===== src/rtl/mnst_pkg.sv =====
// shared types and constants for the midi note state tracker
`default_nettype none

package mnst_pkg;

  localparam int unsigned KeyW    = 7;
  localparam int unsigned NumKeys = 1 << KeyW;
  localparam int unsigned ByteW   = 8;
  localparam int unsigned ChanW   = 4;

  typedef logic [KeyW-1:0]  key_t;
  typedef logic [ByteW-1:0] byte_t;
  typedef logic [ChanW-1:0] chan_t;

  typedef enum logic [2:0] {
    PhIdle   = 3'd0,
    PhOffKey = 3'd1,
    PhOnKey  = 3'd2,
    PhOnVel  = 3'd3,
    PhCtlNum = 3'd4,
    PhCtlVal = 3'd5
  } phase_e;

  // message kind, status bits 6..4
  localparam logic [2:0] KindNoteOff = 3'h0;
  localparam logic [2:0] KindNoteOn  = 3'h1;
  localparam logic [2:0] KindCtl     = 3'h3;

  localparam byte_t StatusReset = 8'hFF;

  localparam key_t CtlWaveform = 7'h3F;
  localparam key_t CtlPedal    = 7'h40;
  localparam key_t CtlAllOffLo = 7'h78;
  localparam key_t CtlAllOffHi = 7'h7A;

endpackage

`default_nettype wire


===== src/rtl/mnst_in_if.sv =====
// request channel carrying midi bytes and key queries
`default_nettype none

interface mnst_in_if;
  logic                 valid;
  logic                 ready;
  logic                 mode;
  mnst_pkg::byte_t      midi_byte;
  mnst_pkg::key_t       query_key;

  modport source (output valid, output mode, output midi_byte, output query_key,
                  input ready);
  modport sink   (input valid, input mode, input midi_byte, input query_key,
                  output ready);
endinterface

`default_nettype wire


===== src/rtl/mnst_out_if.sv =====
// result channel carrying key, pedal and waveform state
`default_nettype none

interface mnst_out_if;
  logic                 valid;
  logic                 ready;
  mnst_pkg::key_t       key_level;
  mnst_pkg::key_t       pedal_level;
  mnst_pkg::key_t       waveform_value;
  logic                 waveform_set;
  logic                 all_off_event;

  modport source (output valid, output key_level, output pedal_level,
                  output waveform_value, output waveform_set, output all_off_event,
                  input ready);
  modport sink   (input valid, input key_level, input pedal_level,
                  input waveform_value, input waveform_set, input all_off_event,
                  output ready);
endinterface

`default_nettype wire


===== src/rtl/midi_note_state_tracker_top.sv =====
// Usage:
//   in_i takes one request per handshake: either a received midi byte (mode 0)
//   or a query of one key's level (mode 1). out_o returns exactly one result
//   per request: the queried key's level, pedal, waveform value and flag, and
//   whether the byte cleared all notes. cfg_we_i/cfg_wdata_i set the listen
//   channel; the user must do so only while the block is idle, which the
//   block itself does not enforce. A result passes the note table read
//   register, then the result register. One request is accepted every cycle
//   while out_o is not stalled; that rate is set by the single write port and
//   registered read port of the note table, both used once per request.
//   Reset clears the parser, pedal, waveform state and a valid bit for each
//   of the 128 keys at once, so the table reads as zero with no clearing
//   pass; the same valid bits clear the table on an all-notes-off.
//   When the receiver stalls the result register holds, one more request is
//   taken into the read stage, and in_i.ready then drops until out_o drains.
`default_nettype none

module midi_note_state_tracker_top (
  input  wire              clk_i,
  input  wire              rst_ni,
  input  wire              cfg_we_i,
  input  mnst_pkg::chan_t  cfg_wdata_i,
  mnst_in_if.sink          in_i,
  mnst_out_if.source       out_o
);
  import mnst_pkg::*;

  chan_t          chan_q;
  phase_e         phase_q, phase_d;
  key_t           held_q, held_d;
  key_t           pedal_q, pedal_d;
  key_t           wave_q, wave_d;
  logic           wave_set_q, wave_set_d;
  logic [NumKeys-1:0] valid_q, valid_d;

  key_t           mem [NumKeys];

  logic           accept, take, s2_free;
  key_t           data7;
  logic           is_status;
  logic           we, kill, clear;
  key_t           waddr, wdata;

  // read stage
  logic           s1_valid_q;
  key_t           s1_rd_q, s1_bdata_q, s1_pedal_q, s1_wave_q;
  logic           s1_kvalid_q, s1_byp_q, s1_wave_set_q, s1_clear_q;
  key_t           s1_key;

  // result stage
  logic           out_valid_q;
  key_t           out_key_q, out_pedal_q, out_wave_q;
  logic           out_wave_set_q, out_clear_q;

  assign s2_free    = !out_valid_q || out_o.ready;
  assign in_i.ready = !s1_valid_q || s2_free;
  assign accept     = in_i.valid && in_i.ready;
  assign take       = accept && !in_i.mode;
  assign data7      = in_i.midi_byte[KeyW-1:0];
  assign is_status  = in_i.midi_byte[ByteW-1] && (in_i.midi_byte[ChanW-1:0] == chan_q);

  // parser next state
  always_comb begin
    phase_d = phase_q;
    held_d  = held_q;
    if (take) begin
      case (phase_q)
        PhOffKey: phase_d = PhIdle;
        PhOnKey: begin
          held_d  = data7;
          phase_d = PhOnVel;
        end
        PhOnVel: phase_d = PhIdle;
        PhCtlNum: begin
          held_d  = data7;
          phase_d = PhCtlVal;
        end
        PhCtlVal: phase_d = PhIdle;
        default: begin
          // idle, and the unreachable codes behave as idle
          phase_d = PhIdle;
          if (is_status) begin
            case (in_i.midi_byte[6:4])
              KindNoteOff: phase_d = PhOffKey;
              KindNoteOn:  phase_d = PhOnKey;
              KindCtl:     phase_d = PhCtlNum;
              default:     phase_d = PhIdle;
            endcase
          end
        end
      endcase
    end
  end

  // parser actions
  always_comb begin
    we         = 1'b0;
    kill       = 1'b0;
    clear      = 1'b0;
    waddr      = data7;
    wdata      = data7;
    pedal_d    = pedal_q;
    wave_d     = wave_q;
    wave_set_d = wave_set_q;
    if (take) begin
      case (phase_q)
        PhOffKey: kill = 1'b1;
        PhOnKey:  we = 1'b0;
        PhOnVel: begin
          we    = 1'b1;
          waddr = held_q;
        end
        PhCtlNum: we = 1'b0;
        PhCtlVal: begin
          if (held_q == CtlWaveform) begin
            wave_d     = data7;
            wave_set_d = 1'b1;
          end else if (held_q == CtlPedal) begin
            pedal_d = data7;
          end else if (held_q >= CtlAllOffLo && held_q <= CtlAllOffHi) begin
            clear = 1'b1;
          end
        end
        default: clear = is_status && (in_i.midi_byte == StatusReset);
      endcase
    end
    if (clear) begin
      pedal_d = '0;
    end
  end

  // a key reads as zero unless its valid bit is set
  always_comb begin
    valid_d = valid_q;
    if (clear) begin
      valid_d = '0;
    end else if (we) begin
      valid_d[waddr] = 1'b1;
    end else if (kill) begin
      valid_d[waddr] = 1'b0;
    end
  end

  always_ff @(posedge clk_i or negedge rst_ni) begin
    if (!rst_ni) begin
      chan_q     <= '0;
      phase_q    <= PhIdle;
      held_q     <= '0;
      pedal_q    <= '0;
      wave_q     <= '0;
      wave_set_q <= 1'b0;
      valid_q    <= '0;
    end else begin
      if (cfg_we_i) begin
        chan_q <= cfg_wdata_i;
      end
      phase_q    <= phase_d;
      held_q     <= held_d;
      pedal_q    <= pedal_d;
      wave_q     <= wave_d;
      wave_set_q <= wave_set_d;
      valid_q    <= valid_d;
    end
  end

  // note table
  always_ff @(posedge clk_i) begin
    if (we) begin
      mem[waddr] <= wdata;
    end
    if (accept) begin
      s1_rd_q <= mem[in_i.query_key];
    end
  end

  always_ff @(posedge clk_i) begin
    if (accept) begin
      s1_kvalid_q   <= valid_d[in_i.query_key];
      s1_byp_q      <= we && (waddr == in_i.query_key);
      s1_bdata_q    <= wdata;
      s1_pedal_q    <= pedal_d;
      s1_wave_q     <= wave_d;
      s1_wave_set_q <= wave_set_d;
      s1_clear_q    <= clear;
    end
  end

  always_comb begin
    if (!s1_kvalid_q) begin
      s1_key = '0;
    end else if (s1_byp_q) begin
      s1_key = s1_bdata_q;
    end else begin
      s1_key = s1_rd_q;
    end
  end

  always_ff @(posedge clk_i or negedge rst_ni) begin
    if (!rst_ni) begin
      s1_valid_q  <= 1'b0;
      out_valid_q <= 1'b0;
    end else begin
      if (accept) begin
        s1_valid_q <= 1'b1;
      end else if (s2_free) begin
        s1_valid_q <= 1'b0;
      end
      if (s2_free) begin
        out_valid_q <= s1_valid_q;
      end
    end
  end

  always_ff @(posedge clk_i) begin
    if (s2_free && s1_valid_q) begin
      out_key_q      <= s1_key;
      out_pedal_q    <= s1_pedal_q;
      out_wave_q     <= s1_wave_q;
      out_wave_set_q <= s1_wave_set_q;
      out_clear_q    <= s1_clear_q;
    end
  end

  assign out_o.valid          = out_valid_q;
  assign out_o.key_level      = out_key_q;
  assign out_o.pedal_level    = out_pedal_q;
  assign out_o.waveform_value = out_wave_q;
  assign out_o.waveform_set   = out_wave_set_q;
  assign out_o.all_off_event  = out_clear_q;

`ifndef ASSERT_OFF
  a_clear_wipes_table: assert property (@(posedge clk_i) disable iff (!rst_ni)
    clear |=> (valid_q == '0) && (pedal_q == '0))
    else $error("all-notes-off did not clear table and pedal");

  a_query_keeps_state: assert property (@(posedge clk_i) disable iff (!rst_ni)
    (accept && in_i.mode) |=> $stable(phase_q) && $stable(pedal_q) && $stable(valid_q)
      && $stable(wave_q) && $stable(held_q))
    else $error("query request changed parser state");

  a_full_pipe_blocks: assert property (@(posedge clk_i) disable iff (!rst_ni)
    (s1_valid_q && out_valid_q && !out_o.ready) |-> !in_i.ready)
    else $error("request taken with both stages full and stalled");

  a_stage_advance: assert property (@(posedge clk_i) disable iff (!rst_ni)
    (s1_valid_q && s2_free) |=> out_valid_q)
    else $error("read stage result lost on its way to output");

  a_no_action_idle: assert property (@(posedge clk_i) disable iff (!rst_ni)
    !take |-> !we && !kill && !clear)
    else $error("table action without an accepted midi byte");
`endif

endmodule

`default_nettype wire


===== src/flat_wrapper.sv =====
// flat-port wrapper written by rule: the top's interface ports become plain ports
module midi_note_state_tracker_top_flat import mnst_pkg::*;
  (clk_i, rst_ni, cfg_we_i, cfg_wdata_i, in_i_valid, in_i_mode, in_i_midi_byte, in_i_query_key, in_i_ready, out_o_valid, out_o_key_level, out_o_pedal_level, out_o_waveform_value, out_o_waveform_set, out_o_all_off_event, out_o_ready);
  mnst_in_if in_i_i ();
  mnst_out_if out_o_i ();
  input  wire clk_i;
  input  wire rst_ni;
  input  wire cfg_we_i;
  input  mnst_pkg::chan_t cfg_wdata_i;
  input wire logic [$bits(in_i_i.valid)-1:0] in_i_valid;
  input wire logic [$bits(in_i_i.mode)-1:0] in_i_mode;
  input wire logic [$bits(in_i_i.midi_byte)-1:0] in_i_midi_byte;
  input wire logic [$bits(in_i_i.query_key)-1:0] in_i_query_key;
  output wire logic [$bits(in_i_i.ready)-1:0] in_i_ready;
  output wire logic [$bits(out_o_i.valid)-1:0] out_o_valid;
  output wire logic [$bits(out_o_i.key_level)-1:0] out_o_key_level;
  output wire logic [$bits(out_o_i.pedal_level)-1:0] out_o_pedal_level;
  output wire logic [$bits(out_o_i.waveform_value)-1:0] out_o_waveform_value;
  output wire logic [$bits(out_o_i.waveform_set)-1:0] out_o_waveform_set;
  output wire logic [$bits(out_o_i.all_off_event)-1:0] out_o_all_off_event;
  input wire logic [$bits(out_o_i.ready)-1:0] out_o_ready;
  assign in_i_i.valid = in_i_valid;
  assign in_i_i.mode = in_i_mode;
  assign in_i_i.midi_byte = in_i_midi_byte;
  assign in_i_i.query_key = in_i_query_key;
  assign in_i_ready = in_i_i.ready;
  assign out_o_valid = out_o_i.valid;
  assign out_o_key_level = out_o_i.key_level;
  assign out_o_pedal_level = out_o_i.pedal_level;
  assign out_o_waveform_value = out_o_i.waveform_value;
  assign out_o_waveform_set = out_o_i.waveform_set;
  assign out_o_all_off_event = out_o_i.all_off_event;
  assign out_o_i.ready = out_o_ready;
  midi_note_state_tracker_top u_core (.clk_i(clk_i), .rst_ni(rst_ni), .cfg_we_i(cfg_we_i), .cfg_wdata_i(cfg_wdata_i), .in_i(in_i_i), .out_o(out_o_i));
endmodule

===== config.mk =====
export PLATFORM = sky130hd
export DESIGN_NAME = midi_note_state_tracker_top_flat
export DESIGN_NICKNAME = d
export VERILOG_FILES = /design/src/rtl/mnst_pkg.sv /design/src/rtl/mnst_in_if.sv /design/src/rtl/mnst_out_if.sv /design/src/rtl/midi_note_state_tracker_top.sv /design/src/flat_wrapper.sv
export SDC_FILE = /design/constraint.sdc
export NUM_CORES = 1
export LEC_CHECK = 0
export BUFFER_PORTS_ARGS = -buffer_cell sky130_fd_sc_hd__buf_2
export CAP_MARGIN = 20
export CORE_AREA = 4 4 289 291
export DETAILED_ROUTE_END_ITERATION = 8
export DIE_AREA = 0 0 293 295
export PLACE_DENSITY_LB_ADDON = 0.15
export SYNTH_ARGS = -nofsm -noshare
export SYNTH_HDL_FRONTEND = slang
export SYNTH_SLANG_ARGS = --single-unit

===== constraint.sdc =====
create_clock -name clk_i -period 7.5 [get_ports clk_i]
set_input_delay 0.375 -clock clk_i [delete_from_list [all_inputs] [get_ports clk_i]]
set_output_delay 0.375 -clock clk_i [all_outputs]
set_load 0.01 [all_outputs]

==> results of run 1 <==
cell families after synthesis:
group	share of synthesized area, %
xor gates and xnor gates	0.2302
muxes	16.05
DFF	71.26
buffers and inverters	1.669
AOI/OAI and AO/OA	3.888
and+or+nand+nor	6.902
cells in the mapped netlist (all sizes together) (19+ instances only):
master / number / share of area [%]
nor3: 31 / 0.42
nor2: 274 / 2.3
a211oi: 23 / 0.38
dfrtp: 159 / 8.7
buf: 65 / 0.65
nand2: 106 / 0.88
edfxtp: 951 / 63
nand4: 44 / 0.60
nor2b: 19 / 0.26
nand3: 38 / 0.42
a21oi: 83 / 0.91
mux2i: 36 / 0.79
o21ai: 35 / 0.38
a22oi: 26 / 0.43
mux2: 27 / 0.67
mux4: 296 / 15
clkbuf: 111 / 0.91
what timing repair did:
action	CTS	global route
setup endpoints to repair	0	0
hold buffers	9	0
endpoints found under the hold margin	89	0
cell type report:
type                    instances  area [µm²]  area share [%]
flip-flops and latches       1110       32540           64.06
multi-input cells            1268       12450           24.51
clock buffers                 156        3124           6.151
well taps                    1060        1326           2.611
repair buffers                126       969.7           1.909
clock inverters                42       339.1          0.6676
inverters                      12       46.29         0.09114
diodes                          1       2.502        0.004927
worst min-delay path: cells and delay by family:
kind	cells	cell delay, ns
simple gates	2	0.19
buf+inv	1	0.09
metrics by stage:
| stage | util, % | hold slack [ns] | total power, W |
|---|---|---|---|
| floorplan | - | 0.07941 | 0.007559 |
| global placement | 58.52 | 0.4042 | 0.007966 |
| detailed placement | 58.59 | 0.4045 | 0.007987 |
| CTS | 63.00 | 0.002728 | 0.01323 |
| global route | 63.06 | 0.03145 | 0.01358 |
| finish | 63.06 | 0.02678 | 0.01320 |
placed cells by master (no fill, tap or decap), types with 6 or more instances in the layout:
master                          instances
sky130_fd_sc_hd__edfxtp_1             951
sky130_fd_sc_hd__mux4_2               296
sky130_fd_sc_hd__nor2_1               274
sky130_fd_sc_hd__dfrtp_1              159
sky130_fd_sc_hd__clkbuf_16            117
sky130_fd_sc_hd__nand2_1              105
sky130_fd_sc_hd__a21oi_1               83
sky130_fd_sc_hd__buf_4                 67
sky130_fd_sc_hd__nand4_1               44
sky130_fd_sc_hd__buf_2                 39
sky130_fd_sc_hd__nand3_1               38
sky130_fd_sc_hd__mux2i_1               36
sky130_fd_sc_hd__o21ai_0               35
sky130_fd_sc_hd__clkbuf_1              34
sky130_fd_sc_hd__mux2_2                27
sky130_fd_sc_hd__a22oi_1               26
sky130_fd_sc_hd__a211oi_1              23
sky130_fd_sc_hd__nor3_1                23
sky130_fd_sc_hd__nor2b_1               19
sky130_fd_sc_hd__clkinv_2              17
sky130_fd_sc_hd__nand2b_1              16
sky130_fd_sc_hd__and2_1                16
sky130_fd_sc_hd__o21a_1                16
sky130_fd_sc_hd__clkinv_1              13
sky130_fd_sc_hd__nor4_1                11
sky130_fd_sc_hd__a2111oi_0             11
sky130_fd_sc_hd__inv_1                 10
sky130_fd_sc_hd__o211ai_1               9
sky130_fd_sc_hd__dlygate4sd3_1          9
sky130_fd_sc_hd__a2bb2oi_1              8
sky130_fd_sc_hd__and3_1                 7
sky130_fd_sc_hd__xnor2_1                7
sky130_fd_sc_hd__a31oi_1                7
sky130_fd_sc_hd__nand4bb_1              6
sky130_fd_sc_hd__nor3_2                 6
sky130_fd_sc_hd__nor4bb_2               6
sky130_fd_sc_hd__or4_1                  6
sky130_fd_sc_hd__nor3b_1                6
sky130_fd_sc_hd__a21boi_0               6
worst paths after layout:
kind | from | endpoint | cells past startpoint
max reg2reg | u_core.s1_valid_q | u_core.s1_kvalid_q | 11
max | u_core.s1_valid_q | u_core.s1_kvalid_q | 11
min reg2reg | u_core.s1_pedal_q[2] | u_core.out_o.pedal_level[2] | 0
max in group asynchronous | rst_ni | u_core.valid_q[78] | 4
min | out_o_ready | u_core.out_o.valid | 3
min in group asynchronous | rst_ni | u_core.wave_q[2] | 2
where the power goes:
group | switching, W | total (W) | internal [W]
Clock | 0.00228 | 0.00531 | 0.00303
Combinational | 0.000653 | 0.000989 | 0.000336
Sequential | 0.000127 | 0.00690 | 0.00678
Total | 0.00306 | 0.0132 | 0.0101
state kept, by name (all words and copies together) (netlist names), 3 cells and up:
| name | flops |
|---|---|
| u_core.mem | 896 |
| u_core.valid_q | 128 |
| u_core.held_q | 7 |
| u_core.out_o.key_level | 7 |
| u_core.out_o.pedal_level | 7 |
| u_core.out_o.waveform_value | 7 |
| u_core.pedal_q | 7 |
| u_core.s1_bdata_q | 7 |
| u_core.s1_pedal_q | 7 |
| u_core.s1_rd_q | 7 |
| u_core.s1_wave_q | 7 |
| u_core.wave_q | 7 |
| u_core.chan_q | 4 |
| u_core.phase_q | 3 |
metal layers:
layer	wire, µm	track usage [%]
met5	7	0
met4	4798	10.18
met3	11020	5.995
met1	49060	41.84
met2	54850	42.02
==> flow_summary.toml, run 1 <==
[status]
outcome = "finished, final reports clean"

[cts]
cts_max_level = 3
clockRootBuffer = "sky130_fd_sc_hd__clkbuf_16"
clockBufferDepth = 3
post_cts_resized = 0
clk_transition_reported_paths_ns = 0.06
cts_tree = "done"
numCtsBuffers = 111
clk-insertion-delay-late_ns = 0.69
post-cts-setup-buffer-count = 0
clock_sink_count = 1110

[sta]
post-route-period-util_pct = 74.01
hold_viol = 0
relSlewSlack_pct = 21.12
setup_ws_ns = 1.949
finalSetupViolCount = 0
worstMarginPinSlew_ns = 1.177
timing.final.max_slew_violations = 0
final_total_negative_setup_slack_ns = 0
skew_ns = 0.03168
rsz_0062_raised_after_global_routing = "false"
max_freq_mhz = 180.1
final.min_clock_period_ns = 5.551

[route]
dr_total_vias = 25550
drc_viols = 0
wl_um = 119700
route.detailed.vias_per_inst = 6.768
drt_first_iter_violations = 3506
drt_pre_antenna_iters = 6
postRouteAntennaNets = 0
wl_per_cell_um = 31.72

[die]
ios = 50
core_region_um2 = 80550
die_x_um = 293
placement_rows = 104
initial_core_util_pct = 56.69
die_height_um = 295
fp.dieArea_um2 = 86440

[cells_and_area]
fill_cells = 5637
fraction_of_final_layout_cells_sized_beyond_drive_strength_1_pct = 23.14
fin_nets = 2654
post-route-cell-area_um2 = 50790
instances_no_fill = 3775
syn_to_final_growth_pct = 11.24

[critical_path]
worst_setup_path_end_kind = "register"
worst_path_top_cell_family_by_delay = "simple AND/OR/NAND/NOR gates"
cp.required_ns = 8.04
critical_path.max_stage_delay_ns = 1.04
crit_path_max_fanout = 55
crit_path_start_kind = "register"
timing.critical_path.cells = "and3b_1 -> buf_4 -> clkinv_2 -> nand4_1 -> nor2_1 -> a21oi_1 -> a2111oi_0 -> a2111oi_0 -> a31o_2 -> nor4_1 -> or4_1"
cp.buffers_inverters = 2
crit_path_frequent_cell = "sky130_fd_sc_hd__a2111oi_0"
critical_path.slowest_cell = "sky130_fd_sc_hd__nor2_1"
critical_path_arrival_ns = 6.10
crit_path_class = "register to register"
r2r_slack_ns = 1.95

[power_and_ir_drop]
max-vdd-ir-drop_uv = 224.7
power.density_nw_per_um2 = 259.9
power.leakage_nw = 16.82

[yosys]
synth_ff_type = "sky130_fd_sc_hd__edfxtp_1"
synth.avg_cell_area_um2 = 17.79
mappedNetlistNets = 2591
yosysWarnings = 0
synth_seq_cells = 1110
seq_area_frac_synth_pct = 71.26
yosysUniqueCellTypes = 78
synth-edff-count = 951
postSynthCellCount = 2566
synth.cell_area_um2 = 45660
synth_async_reset_ratio_pct = 14.32

[placement]
port_bufs = 49
pre_cts_slack_ns = 1.999
dp.final_hpwl_um = 75310
place.gp.congestion = 0.9754
placedCellCount = 3564
detailed_place.area_um2 = 47190

[global_routing]
grt_antenna_before_repair = 6
grt_pass1_vias = 25511
grt_start_max_net_pins = 143
grt_pass1_wl_um = 177200
globalRoute.totalOverflow = 0
gr-usage-all-layers_pct = 28.10

[hold_path]
holdCritPathClass = "primary input to register"

[flow_run]
drv_cap = 0
Note: power is estimated with default switching activity, not from simulation.
==> inputs of run 2 (changes only) <==
==> constraint.sdc (replaced) <==
create_clock -name clk_i -period 5.3 [get_ports clk_i]
set_input_delay 0.265 -clock clk_i [delete_from_list [all_inputs] [get_ports clk_i]]
set_output_delay 0.265 -clock clk_i [all_outputs]
set_load 0.01 [all_outputs]
==> run 2 against run 1 <==
  * Worst hold slack improved by 0.029 ns
  * Design area rose by 1.5%
  * Via count rose by 0.61%
  * Final cell count rose by 2.0%
  * Die area did not move
==> flow_summary.toml, run 2 (synthesized netlist as in run 1, its figures left out) <==
[power_and_ir_drop]
power_switching_share_pct = 22.88
max-vdd-ir-drop_uv = 406.2
power.density_nw_per_um2 = 372.5
pwr-share-comb_pct = 7.7
switchingPower_w = 0.004392
power.internal_w = 0.01481
power.share.sequential_pct = 50.7
power.clock.fraction_pct = 41.6
power.leakage_nw = 17.28

[cts]
clockBufferDepth = 3
clk-insertion-delay-late_ns = 0.68
clock_sink_count = 1110
cts_tree = "done"
cts_max_level = 3
clk_transition_reported_paths_ns = 0.06
numCtsBuffers = 111
post-cts-setup-buffer-count = 0
clockRootBuffer = "sky130_fd_sc_hd__clkbuf_16"
post_cts_resized = 0

[placement]
pre_cts_slack_ns = 0.8937
dp.final_hpwl_um = 78950
detailed_place.area_um2 = 47670
port_bufs = 49
place.gp.congestion = 0.9913

[status]
outcome = "finished, final reports clean"

[cells_and_area]
final_core_util_pct = 63.99
flip_flop_count_of_the_largest_register_after_layout = 896
post-route-cell-area_um2 = 51540
biggestRegsByFlops = "u_core.mem: 896 flops, u_core.valid_q: 128 flops"
layout_common_cells = "sky130_fd_sc_hd__edfxtp_1 (951), sky130_fd_sc_hd__mux4_2 (296), sky130_fd_sc_hd__nor2_1 (274), sky130_fd_sc_hd__dfrtp_1 (159), sky130_fd_sc_hd__buf_4 (132)"
final_common_cell = "sky130_fd_sc_hd__edfxtp_1"
fin_nets = 2723
registers.top_by_ff_count = "u_core.mem"
number_of_antenna_cells_inserted = 0
syn_to_final_growth_pct = 12.88
fraction_of_final_layout_cells_sized_beyond_drive_strength_1_pct = 25.09

[sta]
finalSetupViolCount = 0
hold_viol = 0
post-route-period-util_pct = 87.49
rsz_0062_raised_after_global_routing = "false"
skew_ns = 0.03351
max_freq_mhz = 215.7
final_total_negative_setup_slack_ns = 0
setup_ws_ns = 0.6632
worstMarginPinSlew_ns = 1.110
final.min_clock_period_ns = 4.637
timing.final.max_slew_violations = 0
relSlewSlack_pct = 25.01

[critical_path]
critical_path.max_stage_delay_ns = 0.76
critical_path.slowest_cell = "sky130_fd_sc_hd__nor3_4"
r2r_slack_ns = 0.66
crit_path_start_kind = "register"
timing.critical_path.cells = "buf_4 -> or4b_4 -> nor3_4 -> nand2_1 -> a211oi_1 -> a2111oi_0 -> o41ai_1 -> nor3b_1 -> a311oi_1 -> or4_1"
cp.required_ns = 5.70
crit_path_max_fanout = 23
critical_path_arrival_ns = 5.04
worst_setup_path_end_kind = "register"
crit_path_class = "register to register"

[flow_run]
drv_cap = 0

[die]
ios = 50
placement_rows = 104
core_region_um2 = 80550
initial_core_util_pct = 56.69
die_height_um = 295
fp.dieArea_um2 = 86440
die_x_um = 293

[global_routing]
grt_pass1_wl_um = 181300
grt_pass1_vias = 25963
grt_antenna_before_repair = 5
globalRoute.totalOverflow = 0
grt_start_max_net_pins = 89
gr-usage-all-layers_pct = 28.86

[route]
wl_um = 123000
postRouteAntennaNets = 0
dr_total_vias = 25707
drt_pre_antenna_iters = 5
drc_viols = 0
wl_per_cell_um = 31.94
route.detailed.vias_per_inst = 6.677
drt_first_iter_violations = 3262

[hold_path]
holdCritPathClass = "primary input to register"
## run 2: changes by cell type in the layout (fill, tap and decap cells not counted), moves of 3 or more
cell,before,now
sky130_fd_sc_hd__buf_12,3,6
sky130_fd_sc_hd__clkinvlp_4,2,8
sky130_fd_sc_hd__buf_4,67,132
sky130_fd_sc_hd__nor4bb_2,6,1
sky130_fd_sc_hd__nor4bb_1,3,8
sky130_fd_sc_hd__inv_4,3,0
sky130_fd_sc_hd__bufinv_16,4,16
sky130_fd_sc_hd__clkinv_2,17,20
sky130_fd_sc_hd__clkbuf_8,5,0
sky130_fd_sc_hd__clkbuf_1,34,29
sky130_fd_sc_hd__dlygate4sd3_1,9,12
sky130_fd_sc_hd__clkbuf_16,117,114
## run 2: timing repair
item	in CTS	in global routing
hold endpoints to repair	93	0
setup endpoints to repair	0	0
hold buffers	12	0
## run 2: area by class of cell
cell class / instances / area [µm²]
sequential: 1110 / 32540
clock inverter: 62 / 758.2
tap: 1060 / 1326
fill: 5543 / 29010
clock buffer: 143 / 2962
timing repair buffer: 195 / 1501
multi-input combinational: 1268 / 12410
inverter: 12 / 46.29
## run 2: routing by layer
metal / GRT usage, % / up-vias / routed length, µm
li1: - / 10591 / -
met1: 43.05 / 13563 / 50850
met2: 44.26 / 1296 / 57430
met3: 5.356 / 255 / 10200
met4: 9.158 / 2 / 4459
met5: 0 / - / 16
## run 2: worst paths after layout
check / start / endpoint / cells after the start
max in group asynchronous: rst_ni / u_core.valid_q[113] / 3
max: u_core.phase_q[1] / u_core.s1_kvalid_q / 10
max reg2reg: u_core.phase_q[1] / u_core.s1_kvalid_q / 10
min in group asynchronous: rst_ni / u_core.held_q[1] / 2
min: in_i_midi_byte[4] / u_core.mem[48][4] / 1
min reg2reg: u_core.s1_pedal_q[4] / u_core.out_o.pedal_level[4] / 0
## run 2: power groups by stage
| stage | registers (W) | clock network (W) | logic [W] |
|---|---|---|---|
| after floorplan | 0.00981 | 0 | 0.000890 |
| after global placement | 0.00990 | 0 | 0.00143 |
| after detailed placement | 0.00990 | 0 | 0.00145 |
| after CTS | 0.00972 | 0.00810 | 0.00146 |
| after global routing | 0.00973 | 0.00850 | 0.00155 |
| final | 0.00973 | 0.00799 | 0.00148 |
## run 2: through the flow
stage	hold WS (ns)	instances	power [W]
floorplan	-0.03059	2566	0.01070
global placement	0.4053	3627	0.01133
detailed placement	0.4057	3629	0.01135
CTS	0.02298	3846	0.01928
global route	0.03062	3850	0.01978
finish	0.05531	3850	0.01920
## run 2: worst max-delay path: cells and delay by family (launching register included)
kind	cells	cell delay [ns]
simple gates	5	2.46
compound gates	4	0.93
buf+inv	1	0.34
flops	1	0.63
